===== src/rtl/aepq_pkg.sv =====
// ----------------------------------------------------------------------------
// aepq_pkg
// Shared types, codes and defaults for the active/expired priority queues.
// ----------------------------------------------------------------------------
package aepq_pkg;

	// default sizes, handed to the top level parameters
	localparam int NUM_LEVELS_DEF  = 8;
	localparam int QUEUE_DEPTH_DEF = 16;
	localparam int ID_WIDTH_DEF    = 8;

	// fixed field widths
	localparam int CMD_W    = 1;
	localparam int TASK_W   = 8;
	localparam int PRIO_W   = 4;
	localparam int STATUS_W = 2;
	localparam int LEVEL_W  = 3;
	localparam int EXP_W    = 9;
	localparam int S_DATA_W = 16;
	localparam int M_DATA_W = 16;

	// command codes
	localparam logic [CMD_W-1:0] CMD_ADD  = 1'b0;
	localparam logic [CMD_W-1:0] CMD_NEXT = 1'b1;

	// result status codes
	localparam logic [STATUS_W-1:0] ST_OK       = 2'd0;
	localparam logic [STATUS_W-1:0] ST_NONE     = 2'd1;
	localparam logic [STATUS_W-1:0] ST_FULL     = 2'd2;
	localparam logic [STATUS_W-1:0] ST_BAD_PRIO = 2'd3;

	// dynamic priority marking a used-up quantum
	localparam logic signed [PRIO_W-1:0] DYN_EXPIRED = -4'sd1;

	// expired count saturates here
	localparam logic [EXP_W-1:0] EXP_MAX = 9'd511;

	// controller to datapath
	typedef struct packed {
		logic capture;   // latch the incoming command
		logic exec;      // run the queue operation
		logic load_out;  // move the result into the output register
	} aepq_cmd_t;

	// datapath to controller
	typedef struct packed {
		logic retry;     // banks swapped, pop must be run again
		logic out_free;  // output register can take a result
	} aepq_sts_t;

endpackage


===== src/rtl/aepq_ctrl.sv =====
// ----------------------------------------------------------------------------
// aepq_ctrl
// Command sequencer: accept, execute (repeated once after a bank swap),
// hand the result to the output register.
// ----------------------------------------------------------------------------
module aepq_ctrl (
	input  logic                clk,
	input  logic                arst_n,
	input  logic                in_valid,
	output logic                in_ready,
	input  aepq_pkg::aepq_sts_t sts,
	output aepq_pkg::aepq_cmd_t cmd
);

	typedef enum logic [1:0] {
		S_IDLE,
		S_EXEC,
		S_RESP
	} state_t;

	state_t state_q;
	logic   ready_q;

	always_ff @(posedge clk or negedge arst_n) begin
		if (!arst_n) begin
			state_q <= S_IDLE;
			ready_q <= 1'b1;
		end else begin
			case (state_q)
				S_IDLE: begin
					if (in_valid && ready_q) begin
						state_q <= S_EXEC;
						ready_q <= 1'b0;
					end
				end
				S_EXEC: begin
					if (!sts.retry) begin
						state_q <= S_RESP;
					end
				end
				S_RESP: begin
					if (sts.out_free) begin
						state_q <= S_IDLE;
						ready_q <= 1'b1;
					end
				end
				default: begin
					state_q <= S_IDLE;
					ready_q <= 1'b1;
				end
			endcase
		end
	end

	assign in_ready     = ready_q;
	assign cmd.capture  = in_valid && ready_q;
	assign cmd.exec     = (state_q == S_EXEC);
	assign cmd.load_out = (state_q == S_RESP) && sts.out_free;

endmodule


===== src/rtl/aepq_dpath.sv =====
// ----------------------------------------------------------------------------
// aepq_dpath
// Queue pointers, task store, level search and output register.
// ----------------------------------------------------------------------------
module aepq_dpath #(
	parameter int NUM_LEVELS  = aepq_pkg::NUM_LEVELS_DEF,
	parameter int QUEUE_DEPTH = aepq_pkg::QUEUE_DEPTH_DEF,
	parameter int ID_WIDTH    = aepq_pkg::ID_WIDTH_DEF
) (
	input  logic                                  clk,
	input  logic                                  arst_n,
	input  aepq_pkg::aepq_cmd_t                   cmd,
	output aepq_pkg::aepq_sts_t                   sts,
	input  logic [aepq_pkg::CMD_W-1:0]            in_cmd,
	input  logic [aepq_pkg::TASK_W-1:0]           in_task_id,
	input  logic signed [aepq_pkg::PRIO_W-1:0]    in_dyn_prio,
	input  logic [aepq_pkg::PRIO_W-1:0]           in_static_prio,
	output logic                                  out_valid,
	input  logic                                  out_ready,
	output logic [aepq_pkg::STATUS_W-1:0]         out_status,
	output logic [aepq_pkg::TASK_W-1:0]           out_id,
	output logic [aepq_pkg::LEVEL_W-1:0]          out_prio
);

	localparam int LvlW  = (NUM_LEVELS > 1) ? $clog2(NUM_LEVELS) : 1;
	localparam int QW    = LvlW + 1;
	// queue index is {bank, level}, so each bank spans a power of two
	localparam int NQ    = 2 * (2 ** LvlW);
	localparam int HeadW = $clog2(QUEUE_DEPTH);
	localparam int CntW  = $clog2(QUEUE_DEPTH + 1);
	localparam int SumW  = HeadW + 1;
	localparam int AddrW = QW + HeadW;

	// latched command
	logic [aepq_pkg::CMD_W-1:0]         cmd_q;
	logic [ID_WIDTH-1:0]                id_q;
	logic signed [aepq_pkg::PRIO_W-1:0] dyn_q;
	logic [aepq_pkg::PRIO_W-1:0]        stat_q;

	// queue state
	logic [HeadW-1:0]              head_q  [NQ];
	logic [CntW-1:0]               count_q [NQ];
	logic                          bank_q;
	logic [aepq_pkg::EXP_W-1:0]    exp_q;
	logic [ID_WIDTH-1:0]           store_mem [2**AddrW];
	logic [ID_WIDTH-1:0]           rd_data_q;

	// result staging and output register
	logic [aepq_pkg::STATUS_W-1:0] res_status_q;
	logic [aepq_pkg::LEVEL_W-1:0]  res_prio_q;
	logic                          res_got_q;
	logic                          out_valid_q;
	logic [aepq_pkg::STATUS_W-1:0] out_status_q;
	logic [aepq_pkg::TASK_W-1:0]   out_id_q;
	logic [aepq_pkg::LEVEL_W-1:0]  out_prio_q;

	// combinational
	logic             found;
	logic [LvlW-1:0]  pop_lvl;
	logic             is_exp;
	logic             range_ok;
	logic [LvlW-1:0]  add_lvl;
	logic             add_bank;
	logic             is_next;
	logic [QW-1:0]    q_sel;
	logic [HeadW-1:0] h;
	logic [CntW-1:0]  c;
	logic             full;
	logic [SumW-1:0]  sum;
	logic [HeadW-1:0] tail;
	logic [HeadW-1:0] head_nx;
	logic             do_pop;
	logic             do_push;
	logic             do_swap;

	// highest non-empty level of the active bank
	always_comb begin
		found   = 1'b0;
		pop_lvl = '0;
		for (int l = 0; l < NUM_LEVELS; l++) begin
			if (count_q[{bank_q, LvlW'(l)}] != '0) begin
				found   = 1'b1;
				pop_lvl = LvlW'(l);
			end
		end
	end

	always_comb begin
		is_next  = (cmd_q == aepq_pkg::CMD_NEXT);
		is_exp   = (dyn_q == aepq_pkg::DYN_EXPIRED);
		range_ok = is_exp ? ((stat_q != '0) && (int'(stat_q) <= NUM_LEVELS))
		                  : (!dyn_q[3] && (int'(dyn_q[2:0]) < NUM_LEVELS));
		add_lvl  = is_exp ? LvlW'(stat_q - 4'd1) : LvlW'(dyn_q[2:0]);
		add_bank = bank_q ^ is_exp;
		q_sel    = is_next ? {bank_q, pop_lvl} : {add_bank, add_lvl};
		h        = head_q[q_sel];
		c        = count_q[q_sel];
		full     = (c == CntW'(QUEUE_DEPTH));
		sum      = SumW'(h) + SumW'(c);
		tail     = (sum >= SumW'(QUEUE_DEPTH)) ? HeadW'(sum - SumW'(QUEUE_DEPTH))
		                                      : HeadW'(sum);
		head_nx  = (h == HeadW'(QUEUE_DEPTH - 1)) ? '0 : h + HeadW'(1);
		do_pop   = cmd.exec && is_next && found;
		do_swap  = cmd.exec && is_next && !found && (exp_q != '0);
		do_push  = cmd.exec && !is_next && range_ok && !full;
	end

	assign sts.retry    = do_swap;
	assign sts.out_free = !out_valid_q || out_ready;

	always_ff @(posedge clk) begin
		if (cmd.capture) begin
			cmd_q  <= in_cmd;
			id_q   <= ID_WIDTH'(in_task_id);
			dyn_q  <= in_dyn_prio;
			stat_q <= in_static_prio;
		end
	end

	// task store, one access per command
	always_ff @(posedge clk) begin
		if (do_push) begin
			store_mem[{q_sel, tail}] <= id_q;
		end
		if (do_pop) begin
			rd_data_q <= store_mem[{q_sel, h}];
		end
	end

	always_ff @(posedge clk or negedge arst_n) begin
		if (!arst_n) begin
			for (int q = 0; q < NQ; q++) begin
				head_q[q]  <= '0;
				count_q[q] <= '0;
			end
			bank_q <= 1'b0;
			exp_q  <= '0;
		end else begin
			if (do_pop) begin
				head_q[q_sel]  <= head_nx;
				count_q[q_sel] <= c - CntW'(1);
			end
			if (do_push) begin
				count_q[q_sel] <= c + CntW'(1);
				if (is_exp && (exp_q != aepq_pkg::EXP_MAX)) begin
					exp_q <= exp_q + 1'b1;
				end
			end
			if (do_swap) begin
				bank_q <= ~bank_q;
				exp_q  <= '0;
			end
		end
	end

	// result of the command
	always_ff @(posedge clk) begin
		if (cmd.exec && !do_swap) begin
			res_got_q <= do_pop;
			if (is_next) begin
				res_status_q <= found ? aepq_pkg::ST_OK : aepq_pkg::ST_NONE;
				res_prio_q   <= found ? aepq_pkg::LEVEL_W'(pop_lvl) : '0;
			end else if (!range_ok) begin
				res_status_q <= aepq_pkg::ST_BAD_PRIO;
				res_prio_q   <= '0;
			end else begin
				res_status_q <= full ? aepq_pkg::ST_FULL : aepq_pkg::ST_OK;
				res_prio_q   <= aepq_pkg::LEVEL_W'(add_lvl);
			end
		end
		if (cmd.load_out) begin
			out_status_q <= res_status_q;
			out_prio_q   <= res_prio_q;
			out_id_q     <= res_got_q ? aepq_pkg::TASK_W'(rd_data_q) : '0;
		end
	end

	always_ff @(posedge clk or negedge arst_n) begin
		if (!arst_n) begin
			out_valid_q <= 1'b0;
		end else if (cmd.load_out) begin
			out_valid_q <= 1'b1;
		end else if (out_ready) begin
			out_valid_q <= 1'b0;
		end
	end

	assign out_valid  = out_valid_q;
	assign out_status = out_status_q;
	assign out_id     = out_id_q;
	assign out_prio   = out_prio_q;

endmodule


===== src/rtl/active_expired_priority_queues.sv =====
// ----------------------------------------------------------------------------
// active_expired_priority_queues
// Active/expired banks of per-level task id FIFOs with a take-highest command.
// ----------------------------------------------------------------------------
// Flow: a command is captured on input transfer, executed, then loaded into
//   the output register; a take that swaps the banks executes again.
// Commands run one at a time, with a single task store access each; loading
//   waits while the output register holds a result not yet taken.
// Reset: heads, counts, active bank and expired count clear at once; the
//   task store is not cleared (only written slots are ever read).
// ----------------------------------------------------------------------------
module active_expired_priority_queues #(
	parameter int NUM_LEVELS  = aepq_pkg::NUM_LEVELS_DEF,   // 1..8
	parameter int QUEUE_DEPTH = aepq_pkg::QUEUE_DEPTH_DEF,  // 2..256
	parameter int ID_WIDTH    = aepq_pkg::ID_WIDTH_DEF      // 1..8, id bits kept
) (
	input  logic                              clk,
	input  logic                              arst_n,
	// command stream
	input  logic                              s_tvalid,
	output logic                              s_tready,
	input  logic [aepq_pkg::S_DATA_W-1:0]     s_tdata,  // task_id[7:0], dyn_prio[11:8],
	                                                    // static_prio[15:12]
	input  logic [aepq_pkg::CMD_W-1:0]        s_tuser,  // cmd[0]
	// result stream
	output logic                              m_tvalid,
	input  logic                              m_tready,
	output logic [aepq_pkg::M_DATA_W-1:0]     m_tdata,  // out_id[7:0], assigned_prio[10:8],
	                                                    // zero [15:11]
	output logic [aepq_pkg::STATUS_W-1:0]     m_tuser   // status[1:0]
);

	aepq_pkg::aepq_cmd_t          cmd;
	aepq_pkg::aepq_sts_t          sts;
	logic [aepq_pkg::TASK_W-1:0]  out_id;
	logic [aepq_pkg::LEVEL_W-1:0] out_prio;

	// sequencer: one command at a time, the output register lets the
	// next command in while a result still waits downstream
	aepq_ctrl u_ctrl (
		.clk      (clk),
		.arst_n   (arst_n),
		.in_valid (s_tvalid),
		.in_ready (s_tready),
		.sts      (sts),
		.cmd      (cmd)
	);

	// queues, level search and output register
	aepq_dpath #(
		.NUM_LEVELS  (NUM_LEVELS),
		.QUEUE_DEPTH (QUEUE_DEPTH),
		.ID_WIDTH    (ID_WIDTH)
	) u_dpath (
		.clk            (clk),
		.arst_n         (arst_n),
		.cmd            (cmd),
		.sts            (sts),
		.in_cmd         (s_tuser),
		.in_task_id     (s_tdata[7:0]),
		.in_dyn_prio    (s_tdata[11:8]),
		.in_static_prio (s_tdata[15:12]),
		.out_valid      (m_tvalid),
		.out_ready      (m_tready),
		.out_status     (m_tuser),
		.out_id         (out_id),
		.out_prio       (out_prio)
	);

	assign m_tdata = {5'b0, out_prio, out_id};

endmodule


===== config.mk =====
export PLATFORM = sky130hd
export DESIGN_NAME = active_expired_priority_queues
export DESIGN_NICKNAME = d
export VERILOG_FILES = /design/src/rtl/aepq_pkg.sv /design/src/rtl/aepq_ctrl.sv /design/src/rtl/aepq_dpath.sv /design/src/rtl/active_expired_priority_queues.sv
export SDC_FILE = /design/constraint.sdc
export NUM_CORES = 2
export LEC_CHECK = 0
export BUFFER_PORTS_ARGS = -buffer_cell sky130_fd_sc_hd__clkbuf_2
export CAP_MARGIN = 20
export CORE_ASPECT_RATIO = 1.5
export CORE_UTILIZATION = 50
export CTS_CLUSTER_DIAMETER = 80
export DETAILED_ROUTE_END_ITERATION = 6
export HOLD_SLACK_MARGIN = 0.03
export MAX_ROUTING_LAYER = met4
export PLACE_DENSITY = 0.68
export SYNTH_ARGS = -nofsm -noshare
export SYNTH_HDL_FRONTEND = slang
export SYNTH_SLANG_ARGS = --single-unit
export TNS_END_PERCENT = 50

===== constraint.sdc =====
create_clock -name clk -period 5.13 [get_ports clk]
set_input_delay 0.7695 -clock clk [delete_from_list [all_inputs] [get_ports clk]]
set_output_delay 0.7695 -clock clk [all_outputs]
set_load 0.005 [all_outputs]

---- After elaboration in Yosys (flattened, before gate mapping) ----
Memories as Yosys holds them, arrays and structs flattened. A register that Yosys moved wholly into a read port is not among the register bits.
Cells that the tools add are included.
storage, ports and cells
  memories kept ........................... 1
  output and inout port bits .............. 20
  register bits ........................... 194
  memory bits (writable) .................. 2048
  bits of input ports ..................... 21
  logic and storage cells ................. 205
memories
  memory             depth  bits a word  read ports  clocked after Yosys merged registers in  write ports  RTL line          RTL
  u_dpath.store_mem  256    8            1           1                                        1            aepq_dpath.sv:45  logic [ID_WIDTH-1:0] store_mem [2**AddrW];
operators by class
  mux-type cells .......................... 80
  equality and inequality tests ........... 9
  $add $sub $neg .......................... 7
  magnitude comparators ................... 12
  bitwise logic cells ..................... 12
  reductions and logical operators ........ 37
operators by type and width
  kind                                                           number
  5-bit binary-select mux with 4-bit select                      9
  80-bit bitwise mux                                             2
  80-bit 2-to-1 mux                                              2
  5-bit 2-to-1 mux                                               19
  64-bit bitwise mux                                             1
  5-bit >= comparator, second input constant                     10
  4-bit NOT with 5-bit output                                    9
  5-bit nonzero test                                             8
  3-bit 2-to-1 mux                                               10
  9-bit 2-to-1 mux                                               3
  4-bit 2-to-1 mux                                               6
  5-bit demux with 4-bit select                                  1
  1-bit 2-to-1 mux                                               17
  4-bit binary-select mux with 4-bit select                      1
  4-bit demux with 4-bit select                                  1
  1-bit logical AND                                              13
  2-bit 2-to-1 mux                                               6
  9-bit by 1-bit adder with 9-bit output, second input constant  1
  9-bit inequality test, second input constant                   1
  9-bit nonzero test                                             1
  1-bit logical NOT                                              6
  2-bit case mux with 3 select lines                             1
  3-bit AND reduction                                            2
  2-bit nonzero test                                             3
  other kinds (22)                                               24

---- Longest topological paths before layout ----
  word-level depth ........................ 22
  gate-level depth with buffers ........... 23
  mapped depth without buffers ............ 16

---- Modules after synthesis ----
Synthesis repeated with hierarchy kept, for this count alone.
unflattened totals
  cell total of the unflattened synthesis .. 7197
  area, all modules ....................... 92381.1 µm²
by module, submodules not included
  module                          cells each  area an instance (µm²)  sequential area each (µm²)  times used
  aepq_dpath                      7175        92182.2                 66699.0                     1
  aepq_ctrl                       16          157.7                   76.3                        1
  active_expired_priority_queues  6           41.3                    0.0                         1

---- Worst setup path before layout ----
Ideal clock, no wire load.
  path type ............................... reg-to-reg
  start ................................... reg u_dpath.bank_q
  end ..................................... mem u_dpath.store_mem[102][0] in the netlist's numbering (enable)
  arrival time ............................ 5.244 ns
  library setup time ...................... 0.383 ns
  clock period less this slack ............ 5.627 ns
  required time ........................... 4.747 ns
  buffers on the path ..................... 10
  path slack .............................. -0.497 ns
  cell stages (with the launch flop) ...... 24
  cell sequence ........................... dfrtp_1 buf_4 buf_6 nor4_1 a22oi_1 a311oi_1 o21a_1 buf_2 buf_2 a211oi_1 nor3_1 a211oi_2 inv_2 buf_2 clkbuf_1 clkbuf_1 clkbuf_1 ha_1 ha_1 buf_1 nor2b_1 nand2_1 clkbuf_1 nor3_1
between the ends
  cells in the longest elaborated chain, start to end .. 22
  elaborated cells on any way between the ends .. 60
  classes of those cells .................. add/sub: 2; order compare: 1; eq/ne: 1; mux: 38; bitwise: 9; reduce/logical: 9
RTL lines
  element                                                                                         RTL line           RTL
  from (decl)                                                                                     aepq_dpath.sv:43   logic bank_q;
  from (signal assigned)                                                                          aepq_dpath.sv:150  bank_q <= ~bank_q;
  4-bit NOT with 5-bit output (not written as such)                                               aepq_dpath.sv:81   if (count_q[{bank_q, LvlW'(l)}] != '0) begin
  5-bit binary-select mux with 4-bit select                                                       aepq_dpath.sv:81
  5-bit 2-to-1 mux (not written as such) (2 in a row)                                             aepq_dpath.sv:81
  5-bit nonzero test                                                                              aepq_dpath.sv:81
  1-bit 2-to-1 mux                                                                                aepq_dpath.sv:81
  3-bit 2-to-1 mux (6 in a row)                                                                   aepq_dpath.sv:81
  4-bit 2-to-1 mux (*)                                                                            aepq_dpath.sv:95   q_sel = is_next ? {bank_q, pop_lvl} : {add_bank, add_lvl};
  parallel branches: the longest is 9 deep, another holds 4-bit by 5-bit adder with 5-bit output  n/a
  to (decl)                                                                                       aepq_dpath.sv:45
Every way passes the cells marked *. The select of a mux whose other input is x is not followed.

---- Worst setup path in the final report ----
  start ................................... reg u_dpath.bank_q
  end ..................................... reg u_dpath.rd_data_q[7] (read register of u_dpath.store_mem), data pin
between the ends
  cells in the longest elaborated chain, start to end .. 17
  elaborated cells on any way between the ends .. 62
  classes of those cells .................. mux: 43; bitwise: 10; reduce/logical: 9
RTL lines
  element                                              RTL line          RTL
  4-bit NOT with 5-bit output (not written as such)    aepq_dpath.sv:81
  5-bit binary-select mux with 4-bit select            aepq_dpath.sv:81
  5-bit 2-to-1 mux (not written as such) (2 in a row)  aepq_dpath.sv:81
  5-bit nonzero test                                   aepq_dpath.sv:81
  1-bit 2-to-1 mux                                     aepq_dpath.sv:81
  3-bit 2-to-1 mux (6 in a row)                        aepq_dpath.sv:81
  4-bit 2-to-1 mux                                     aepq_dpath.sv:95
  4-bit NOT with 5-bit output (not written as such)    aepq_dpath.sv:96  h = head_q[q_sel];
  4-bit binary-select mux with 4-bit select            aepq_dpath.sv:96
  4-bit 2-to-1 mux (not written as such) (2 in a row)  aepq_dpath.sv:96
  to (decl)                                            aepq_dpath.sv:46  logic [ID_WIDTH-1:0] rd_data_q;
Several ways; a longest one is shown, not always the timed one. The select of a mux whose other input is x is not followed.
A chain may end at the register's enable or synchronous reset.

==> impl_metrics.ini <==
[final_layout]
final_common_cell = edfxtp_1
mostFrequentLayoutCells = edfxtp_1, nand2_1, nand3_1
drive_above_1_share = 0.188
nNetsFinal = 7827
syn_to_final_growth_pct = 22.5

[routing]
drtIter0Drc = 7816
firstDrtPassIters = 6
antenna_left = 0
drc = 0
wl_per_cell_um = 26.7
via_per_inst = 6.09
via_count = 63100
drt-total-wl_um = 276000

[sta]
setup_viol = 1
fin_crit_ns = 5.17
slew_headroom = 0.269
grt_setup_unrepaired = true
drv_slew = 0
hold_ws_ns = 0.0824
post-route-worst-setup-slack_ns = -0.0397
hold_viol_final = 0
skew_ns = 0.0966
worstMarginPinSlew_ns = 1.10
fin_crit_sh = 1.01
finalSetupTns_ns = -0.0397
max_freq_mhz = 193

[synth]
synth_compound_area_frac = 0.0469
synth_top_area_frac = 0.691
synth_top_flop_cell = edfxtp_1
synth.avg_cell_area_um2 = 12.8
synth-xor-area-share = 0.00270
ys_types = 69
mappedNetlistArea_um2 = 90900
yosysWarnings = 0
yosys.area_share.adder = 0.00124
synthArstFlopShare = 0.0702
synth_seq_area_share = 0.734
synthesis.instances = 7114
post-synth-top-area-cell = edfxtp_1
ys_seq_elements = 2250
synth_top_family_by_area = simple AND/OR/NAND/NOR gates
synth_edf_count = 2092
synthMuxAreaShare = 0.0185
yosys.area_share.simple = 0.171
ys_top_cells_by_area = edfxtp_1, nand2_1, dfrtp_1, nand3_1, nand4_1

[clock_tree]
worstSkewPairLatency_ns = 0.88
clockBufferDepth = 4
cts_sinks = 2250
cts.clk_slew.worst_paths_ns = 0.07
htreeDepth = 4
tritoncts = built
ctsRootBufferMaster = clkbuf_16
cts_inserted_buffers = 204

[global_route]
grt_start_max_net_pins = 200
antenna_found_initial = 12
gr-total-overflow = 0
grt_pass1_vias = 61300
grt_pass1_wl_um = 395000
grtUsageTotal = 0.302

[die]
fp.dieW_um = 350
start_util = 0.503
die_h_um = 524
core_area_um2 = 181000
dieArea_um2 = 184000
ios = 41
rows = 191

[run_status]
status = finished with violations
violations = setup timing

[setup_path]
end_kind = flip-flop
worstPathCellList = buf_12 > nor4b_4 > a22oi_2 > buf_4 > nor4_1 > buf_4 > mux2i_2 > nand2_1 > a211oi_4 > nor4_4 > buf_4 > buf_4 > and2_4 > buf_12 > buf_12 > buf_12 > a32oi_1 > nand4_1 > nand4_1 > nor2_2 > buf_4 > nor4_1
cp.arrival_ns = 5.84
reg2reg_slack_ns = -0.04
r2r_end = u_dpath.rd_data_q[7]
endpoint = u_dpath.rd_data_q[7]
crit_path_top_delay_cell = mux2i_2
critPathLaunchType = flip-flop
crit_required_ns = 5.80
path_max_fanout = 16
startpoint = u_dpath.bank_q
cp_slowest_stage_delay_ns = 0.53
r2r_cells = 22
path_class = reg -> reg
r2r-start = u_dpath.bank_q
path_common_cell = buf_4

[place]
port_buffers = 35
hpwl_um = 177000
gp_congestion = 0.989

[run]
cap_violations = 0

[hold_path]
min_from = s_tuser
hold_class = in -> reg
## layer usage
metal,vias to the layer above,GRT usage,share of wire
met1,31400,0.352,0.35
met2,3356,0.505,0.51
met4,0,0.162,0.062
met5,-,-,0
met3,774,0.0432,0.082
li1,27600,-,-
## cell type report
cell class / count / area [um2]
Tap cell: 2412 / 3020
Sequential cell: 2250 / 66800
Fill cell: 13400 / 69300
Timing Repair Buffer: 977 / 11600
Inverter: 37 / 146
Clock inverter: 111 / 1070
Antenna cell: 5 / 12.5
Multi-Input combinational cell: 4327 / 23400
Clock buffer: 247 / 5330
## metrics by stage
step	setup slack, ns	instances	cell area, um2	utilization
detailed placement	-0.305	9952	104000	0.573
finish	-0.0397	10400	111000	0.616
global route	-0.0873	10400	111000	0.616
CTS	-0.0585	10300	110000	0.610
global placement	-0.299	9952	104000	0.573
floorplan	-0.147	7118	92100	-
## what timing repair did
item,4_1_cts,5_1_grt
pin swaps,4,37
hold buffers,1,0
setup buffers,2,29
resized for setup,29,84
setup endpoints to repair,1415,1816
cloned,2,18
hold endpoints to repair,32,0
## Yosys cell counts, types with 9 or more instances
library cell	instances
inv_1	34
clkbuf_1	284
a32oi_1	109
o22ai_1	16
buf_2	178
a311oi_1	9
nand2_1	2027
o21ai_0	103
buf_4	17
edfxtp_1	2092
ha_1	9
nor2_1	116
a21oi_1	73
dfrtp_1	157
and3_1	161
and2_1	16
nor3_1	159
a31oi_1	206
nand2b_1	21
nand3_1	659
mux2i_1	142
o211ai_1	37
nand4_1	279
xor2_1	13
a211oi_1	39
nor4_1	20
xnor2_1	15
buf_1	22
## sequential cells by signal, summed over array words and instances (netlist names), 4 cells and up
signal             flops
u_dpath.stat_q         4
u_dpath.dyn_q          4
u_dpath.exp_q          9
u_dpath.out_id         8
u_dpath.count_q       80
u_dpath.head_q        64
u_dpath.id_q           8
u_dpath.store_mem   2048
u_dpath.rd_data_q      8
## cell families after synthesis
logic type,count (synthesis)
flip-flops,2250
other,1
buffers and inverters,541
AO/OA/AOI/OAI,639
XOR/XNOR,28
adder cells (fa/ha/maj),9
AND/OR/NAND/NOR,3488
multiplexers,158
## how the worst min path moves through the flow
stage,endpoint,slack [ns],cells after the start
global route,u_dpath.dyn_q[2],0.06,1
CTS,u_dpath.dyn_q[2],0.04,1
finish,u_dpath.cmd_q,0.08,1
global placement,u_dpath.out_prio[1],0.43,0
floorplan,u_dpath.out_prio[0],0.40,0
detailed placement,u_dpath.out_prio[2],0.41,0
## worst max-delay path, delay by kind of cell, from the launching register on
family	cells	cell delay (ns)
compound gates	3	0.97
simple gates	9	1.56
flops	1	0.42
mux	1	0.53
buf+inv	9	1.47
Power is not shown: default switching activity piles up to over one toggle a cycle in this logic, so the estimate is an artifact.
